[config.mk]
export PLATFORM = sky130hd
export DESIGN_NAME = priority_voice_allocator
export DESIGN_NICKNAME = d
export VERILOG_FILES = /design/src/hw/rtl/pva_pkg.sv /design/src/hw/rtl/pva_voice_mem.sv /design/src/hw/rtl/priority_voice_allocator.sv
export VERILOG_INCLUDE_DIRS = /design/src /design/src/hw/rtl
export SDC_FILE = /design/constraint.sdc
export NUM_CORES = 2
export LEC_CHECK = 0
export ABC_AREA = 1
export BUFFER_PORTS_ARGS = -buffer_cell sky130_fd_sc_hd__buf_2
export CAP_MARGIN = 20
export CORE_ASPECT_RATIO = 0.5
export CORE_MARGIN = 2
export CORE_UTILIZATION = 60
export DETAILED_ROUTE_END_ITERATION = 6
export PLACE_DENSITY = 0.76
export RECOVER_POWER = 50
export SLEW_MARGIN = 25
export SYNTH_ARGS = -nofsm -noshare
export SYNTH_HDL_FRONTEND = slang
export SYNTH_SLANG_ARGS = --single-unit
[constraint.sdc]
create_clock -name clk -period 9.8 [get_ports clk]
set_input_delay 0.49 -clock clk [delete_from_list [all_inputs] [get_ports clk]]
set_output_delay 0.49 -clock clk [all_outputs]
set_load 0.1 [all_outputs]
[src/hw/rtl/priority_voice_allocator_assert.svh]
// assertion macros for the voice allocator
`ifndef PRIORITY_VOICE_ALLOCATOR_ASSERT_SVH
`define PRIORITY_VOICE_ALLOCATOR_ASSERT_SVH

// same-cycle implication
`define PVA_ASSERT_SAME(label, ante, cons, msg) \
  label: assert property (@(posedge clk) disable iff (rst) (ante) |-> (cons)) \
    else $error(msg);

// next-cycle implication
`define PVA_ASSERT_NEXT(label, ante, cons, msg) \
  label: assert property (@(posedge clk) disable iff (rst) (ante) |=> (cons)) \
    else $error(msg);

`endif

[src/hw/rtl/pva_pkg.sv]
`timescale 1ns / 1ps

package pva_pkg;

  localparam int PRIO_W    = 8;
  localparam int TIME_IN_W = 32;
  localparam int SLOT_W    = 5;
  localparam int MASK_W    = 32;
  localparam int GEN_W     = 32;

  localparam logic [PRIO_W-1:0] PRIO_IDLE = 8'hFF;

  localparam logic OP_ALLOC   = 1'b0;
  localparam logic OP_RELEASE = 1'b1;

  typedef struct packed {
    logic                 opcode;
    logic [PRIO_W-1:0]    request_priority;
    logic [TIME_IN_W-1:0] request_time;
    logic [SLOT_W-1:0]    voice_slot;
    logic [MASK_W-1:0]    mixer_active_mask;
  } req_t;

  typedef struct packed {
    logic              granted;
    logic [SLOT_W-1:0] granted_slot;
    logic [GEN_W-1:0]  generation;
  } rsp_t;

endpackage

[src/hw/rtl/pva_voice_mem.sv]
`timescale 1ns / 1ps

module pva_voice_mem #(
  parameter int                DEPTH = 32,
  parameter int                WIDTH = 73,
  parameter logic [WIDTH-1:0]  FILL  = '0
) (
  input  logic                     clk,
  input  logic                     rst,
  input  logic                     rd_en,
  input  logic [$clog2(DEPTH)-1:0] rd_addr,
  output logic [WIDTH-1:0]         rd_data,
  input  logic                     wr_en,
  input  logic [$clog2(DEPTH)-1:0] wr_addr,
  input  logic [WIDTH-1:0]         wr_data
);

  logic [WIDTH-1:0] mem [DEPTH];
  logic [DEPTH-1:0] valid;
  logic [WIDTH-1:0] q;
  logic             hit;

  always_ff @(posedge clk) begin
    if (wr_en) begin
      mem[wr_addr] <= wr_data;
    end
    if (rd_en) begin
      q <= mem[rd_addr];
    end
  end

  // entries never written read as the reset word
  always_ff @(posedge clk) begin
    if (rst) begin
      valid <= '0;
      hit   <= 1'b0;
    end else begin
      if (wr_en) begin
        valid[wr_addr] <= 1'b1;
      end
      if (rd_en) begin
        hit <= valid[rd_addr];
      end
    end
  end

  assign rd_data = hit ? q : FILL;

endmodule

[src/hw/rtl/priority_voice_allocator.sv]
`timescale 1ns / 1ps

// Voice allocator: start is taken when busy is low; each item gives exactly one
// result, shown on result for one cycle with done high, and the receiver cannot
// stall it. An allocate scans the voices through a single read port of the voice
// memory, one voice per cycle from a rotating offset, stopping at the first free
// voice, else granting the oldest voice of equal or larger priority value, if any;
// done follows as busy falls. A release is a read and a write of the named voice:
// busy for one cycle. A release naming a voice of NUM_VOICES or more answers in the
// next cycle without going busy. All voices read as idle right after reset.

module priority_voice_allocator #(
  parameter int NUM_VOICES = 32,
  parameter int TIME_WIDTH = 32
) (
  input  logic          clk,
  input  logic          rst,
  input  logic          start,
  input  pva_pkg::req_t req,
  output logic          busy,
  output logic          done,
  output pva_pkg::rsp_t result
);

  `include "priority_voice_allocator_assert.svh"

  localparam int IW = $clog2(NUM_VOICES);
  localparam int CW = $clog2(NUM_VOICES + 1);
  localparam int EW = ((IW > pva_pkg::SLOT_W) ? IW : pva_pkg::SLOT_W) + 1;

  typedef struct packed {
    logic                          playing;
    logic [pva_pkg::PRIO_W-1:0]    prio;
    logic [TIME_WIDTH-1:0]         stime;
    logic [pva_pkg::GEN_W-1:0]     gen;
  } entry_t;

  localparam int     ENTRY_W     = $bits(entry_t);
  localparam entry_t ENTRY_RESET = '{playing: 1'b0, prio: pva_pkg::PRIO_IDLE,
                                     stime: '0, gen: '0};

  localparam logic [1:0] S_IDLE  = 2'd0;
  localparam logic [1:0] S_SCAN  = 2'd1;
  localparam logic [1:0] S_WRITE = 2'd2;
  localparam logic [1:0] S_REL   = 2'd3;

  logic [1:0]                 state;
  pva_pkg::req_t              req_q;
  logic [IW-1:0]              offset;
  logic [IW-1:0]              scan_addr;
  logic [CW-1:0]              issue_cnt;
  logic                       dv;
  logic [IW-1:0]              dv_addr;
  logic                       dv_last;
  logic                       found;
  logic [IW-1:0]              pick;
  logic [TIME_WIDTH-1:0]      pick_time;
  logic [pva_pkg::GEN_W-1:0]  pick_gen;
  logic [IW-1:0]              rel_addr;

  logic                       accept;
  logic                       rel_in_range;
  logic                       rd_en;
  logic [IW-1:0]              rd_addr;
  logic [ENTRY_W-1:0]         rd_data;
  entry_t                     ent;
  logic                       wr_en;
  logic [IW-1:0]              wr_addr;
  entry_t                     wr_data;
  logic [TIME_WIDTH-1:0]      now;
  logic [pva_pkg::GEN_W-1:0]  gen_next;
  logic [EW-1:0]              dv_ext;
  logic                       sounding;
  logic                       is_free;
  logic                       can_steal;

  assign busy         = (state != S_IDLE);
  assign accept       = start && !busy;
  assign rel_in_range = EW'(req.voice_slot) < EW'(NUM_VOICES);
  assign now          = TIME_WIDTH'(req_q.request_time);
  assign gen_next     = pick_gen + pva_pkg::GEN_W'(1);
  assign ent          = entry_t'(rd_data);

  assign dv_ext    = EW'(dv_addr);
  assign sounding  = (dv_ext < EW'(pva_pkg::MASK_W)) && req_q.mixer_active_mask[dv_ext[4:0]];
  assign is_free   = !ent.playing && !sounding;
  assign can_steal = (ent.prio >= req_q.request_priority) &&
                     (!found || (ent.stime < pick_time));

  always_comb begin
    rd_en   = 1'b0;
    rd_addr = scan_addr;
    wr_en   = 1'b0;
    wr_addr = pick;
    wr_data = ENTRY_RESET;
    if (accept && (req.opcode == pva_pkg::OP_RELEASE) && rel_in_range) begin
      rd_en   = 1'b1;
      rd_addr = IW'(req.voice_slot);
    end
    if ((state == S_SCAN) && (issue_cnt < CW'(NUM_VOICES))) begin
      rd_en = 1'b1;
    end
    if (state == S_WRITE) begin
      wr_en           = 1'b1;
      wr_data.playing = 1'b1;
      wr_data.prio    = req_q.request_priority;
      wr_data.stime   = now;
      wr_data.gen     = gen_next;
    end
    if (state == S_REL) begin
      wr_en           = 1'b1;
      wr_addr         = rel_addr;
      wr_data         = ent;
      wr_data.playing = 1'b0;
      wr_data.prio    = pva_pkg::PRIO_IDLE;
    end
  end

  pva_voice_mem #(
    .DEPTH (NUM_VOICES),
    .WIDTH (ENTRY_W),
    .FILL  (ENTRY_RESET)
  ) u_mem (
    .clk     (clk),
    .rst     (rst),
    .rd_en   (rd_en),
    .rd_addr (rd_addr),
    .rd_data (rd_data),
    .wr_en   (wr_en),
    .wr_addr (wr_addr),
    .wr_data (wr_data)
  );

  always_ff @(posedge clk) begin
    if (rst) begin
      state  <= S_IDLE;
      offset <= '0;
      done   <= 1'b0;
      dv     <= 1'b0;
      found  <= 1'b0;
    end else begin
      done    <= 1'b0;
      dv      <= rd_en && (state == S_SCAN);
      dv_addr <= scan_addr;
      dv_last <= (issue_cnt == CW'(NUM_VOICES - 1));
      unique case (state)
        S_IDLE: begin
          if (accept) begin
            req_q <= req;
            if (req.opcode == pva_pkg::OP_ALLOC) begin
              scan_addr <= offset;
              offset    <= (offset == IW'(NUM_VOICES - 1)) ? '0 : offset + IW'(1);
              issue_cnt <= '0;
              found     <= 1'b0;
              state     <= S_SCAN;
            end else if (rel_in_range) begin
              rel_addr <= IW'(req.voice_slot);
              state    <= S_REL;
            end else begin
              done   <= 1'b1;
              result <= '0;
            end
          end
        end
        S_SCAN: begin
          if (rd_en) begin
            issue_cnt <= issue_cnt + CW'(1);
            scan_addr <= (scan_addr == IW'(NUM_VOICES - 1)) ? '0 : scan_addr + IW'(1);
          end
          if (dv) begin
            if (is_free) begin
              found    <= 1'b1;
              pick     <= dv_addr;
              pick_gen <= ent.gen;
              state    <= S_WRITE;
            end else begin
              if (can_steal) begin
                found     <= 1'b1;
                pick      <= dv_addr;
                pick_time <= ent.stime;
                pick_gen  <= ent.gen;
              end
              if (dv_last) begin
                if (found || can_steal) begin
                  state <= S_WRITE;
                end else begin
                  done   <= 1'b1;
                  result <= '0;
                  state  <= S_IDLE;
                end
              end
            end
          end
        end
        S_WRITE: begin
          done                <= 1'b1;
          result.granted      <= 1'b1;
          result.granted_slot <= (pva_pkg::SLOT_W)'(pick);
          result.generation   <= gen_next;
          state               <= S_IDLE;
        end
        S_REL: begin
          done   <= 1'b1;
          result <= '0;
          state  <= S_IDLE;
        end
        default: begin
          state <= S_IDLE;
        end
      endcase
    end
  end

  `PVA_ASSERT_SAME(a_done_idle, done, !busy, "result strobe while busy")
  `PVA_ASSERT_NEXT(a_write_done, wr_en, done, "memory write without a result")
  `PVA_ASSERT_SAME(a_scan_no_write, state == S_SCAN, !wr_en, "write during scan")
  `PVA_ASSERT_NEXT(a_accept_moves, accept, busy || done, "item accepted but dropped")
  `PVA_ASSERT_SAME(a_grant_slot, done && result.granted, EW'(result.granted_slot) < EW'(NUM_VOICES), "granted voice out of range")

endmodule

==> flow_summary.ini <==
[placement]
port_buffers = 120
dp_cells = 10290
gp_congestion = 0.8760
pre_cts_slack_ps = 5088
post-dp-hpwl_mm = 143.1

[critical_path]
cp.arrival_ps = 7570
cp_max_fo = 44
crit_type = reg2reg
worstPathRequired_ps = 10280
worstSetupEndpointType = flop
critPathLaunchType = flop

[sta]
rsz0062_at_grt = no
setup_tns_ps = 0
tightestPinTransition_ps = 4783
slew_headroom = -2.189
min_period_ps = 7084
final-hold-violation-count = 0
fmax_mhz = 141.2
drv_slew = 1493
fin_crit_sh = 0.7229
setup_violations = 0
timing.final.ws_setup_ps = 2716
fin_skew_ps = 56.63

[clock_network]
cts_hold_buf = 77
cts_tree = done
post-cts-setup-buffers = 0
cts_buffers = 223
cts_resized = 0
cts_sinks = 2653
clk_pin_slew_worst_paths_ps = 70
htreeDepth = 4
clk_latency_ps = 870
cts_buffer_depth = 4
root_buffer = clkbuf_16

[synthesis]
ys_warn_count = 0
synthMuxAreaShare = 0
synth-edff-count = 2610
syn_avg_cell_area_sq_um = 12.73
ys_types = 37
synthArstFlopShare = 0
synthCells = 8225
synth_area_sq_um = 104700
synth_seq_cells = 2653
synth-xor-area-share = 0.001338
yosysSeqAreaShare = 0.7565
synthAdderAreaFrac = 0.005376
synth.top_cells.by_area = edfxtp_1 75%, nor2_1 4.9%, o21ai_0 4.8%, o22ai_1 3.6%, nand2_1 3.3%
synth_ff_type = edfxtp_1
synth_top_area_share = 0.7483
synth_compound_area_frac = 0.09930
synth_top_family_by_area = simple AND/OR/NAND/NOR gates
syn-num-nets = 8351
yosysMostFrequentCell = edfxtp_1
yosys.area_share.simple = 0.1093
yosys-top-cells-count = 2610 x edfxtp_1, 1372 x nor2_1, 1011 x o21ai_0, 916 x nand2_1, 606 x o22ai_1
post-synth-top-area-cell = edfxtp_1

[outcome]
outcome = finished, violations left
violations = capacitance limit, slew limit

[route]
wire_per_inst_microns = 26.30
wirelength_mm = 283.1
ant_nets = 0
drtPass1Iterations = 6
drtIter0Drc = 12570
num_vias = 70160
drc = 0
viasPerCell = 6.518

[layout]
nets = 8410
num-fill-cells = 11760
ff_latch_area_sq_um = 79240
multi_input_area_sq_um = 22850
antenna_cells = 0
final_cells = 10760
area_growth_pct = 10.04
drive_gt1_frac = 0.06293

[power_and_ir_drop]
p_leak_uw = 0.03846
ir_worst_vdd_mv = 0.1946
totalPowerFinal_uw = 27230
powerDensity_nw_per_um2 = 236.2

[min_path]
hold_path_class = in2reg

[floorplan]
die-area_sq_um = 178100
start_util = 0.6041
die_x_microns = 594.9
die_y_microns = 299.4
rows = 108
placeableCoreArea_sq_um = 173400
io_pins = 121

[grt]
grt_pass1_vias = 65940
grt_max_degree = 246
grt.overflow.total = 0
grt_pass1_wl_mm = 416.0
antenna_found_initial = 3
grtUsageTotal = 0.3120

[run]
cap_violations = 51
metrics by stage:
stage            util  cell area (sq um)  hold WS [ps]
6_report       0.6648             115300         36.11
3_3_place_gp   0.6228             108000         449.2
5_1_grt        0.6648             115300         54.05
4_1_cts        0.6671             115700         3.356
3_5_place_dp   0.6234             108100         458.8
2_1_floorplan       -             104700         424.4
placed cells by master (no fill, tap or decap), drive strengths merged, types with 101 or more instances in the layout:
cell type | Yosys | layout
o22ai | 606 | 606
clkinv | 1 | 101
nand3 | 504 | 504
edfxtp | 2610 | 2610
o21ai | 1249 | 1249
nor2 | 1374 | 1374
inv | 215 | 218
nand2 | 917 | 917
clkbuf | 433 | 389
buf | 103 | 179
worst max-delay path, stage by stage, from the launching register on:
cell,delay [ps]
dfxtp_1,450
inv_1,110
nor2_1,150
clkinv_1,90
clkbuf_1,1080
nor2_1,560
a31o_2,190
nand2_1,310
nor2_4,180
clkbuf_1,2490
buf_4,1010
final timing paths:
kind	start	to	slack (ps)	cells past startpoint
max	state[1]$_SDFFE_PP0P_	u_mem.mem[1][32]$_DFFE_PP_	2720	10
min	start	state[1]$_SDFFE_PP0P_	40	5
max reg2reg	state[1]$_SDFFE_PP0P_	u_mem.mem[1][32]$_DFFE_PP_	2720	10
min reg2reg	u_mem.valid[3]$_SDFFE_PP0P_	u_mem.valid[3]$_SDFFE_PP0P_	470	2
cells by family (layout without fill, tap and decap cells):
kind of cell	Yosys count	in the layout
buffers and inverters	752	981
AOI/OAI and AO/OA	1911	1911
DFF	2653	2653
and+or+nand+nor	2848	2848
xor gates and xnor gates	16	16
adders and majority gates	45	45
where the power goes:
part           internal [uW]  switching [uW]  total, uW
combinational           1310            4080       5390
sequential             13200             120      13300
clock                   4640            3920       8550
total                  19100            8120      27200
metal layers:
metal	vias to the layer above	GRT usage	wire, microns
met2	5444	0.4707	127000
met5	-	0	13
met3	638	0.07074	41480
met4	2	0.1000	9477
li1	30140	-	-
met1	33940	0.4572	105200
sequential cells by signal, indices dropped and copies added (netlist names):
register     flops
dv               1
scan_addr        5
found            1
dv_last          1
now             32
pick_gen        32
offset           5
u_mem.mem     2336
rel_addr         5
dv_addr          5
state            2
u_mem.hit        1
u_mem.q         73
req_q           40
issue_cnt        6
pick             5
done             1
pick_time       32
u_mem.valid     32
result          38
layout make-up:
| class | count | share of cell area |
|---|---|---|
| tap | 2310 | 0.02508 |
| sequential | 2653 | 0.6875 |
| clock buffer | 275 | 0.05111 |
| inverter | 216 | 0.007360 |
| multi-input combinational | 4820 | 0.1983 |
| timing repair buffer | 370 | 0.02265 |
| clock inverter | 120 | 0.008012 |
No activity file was read; power rests on OpenSTA's default activity.
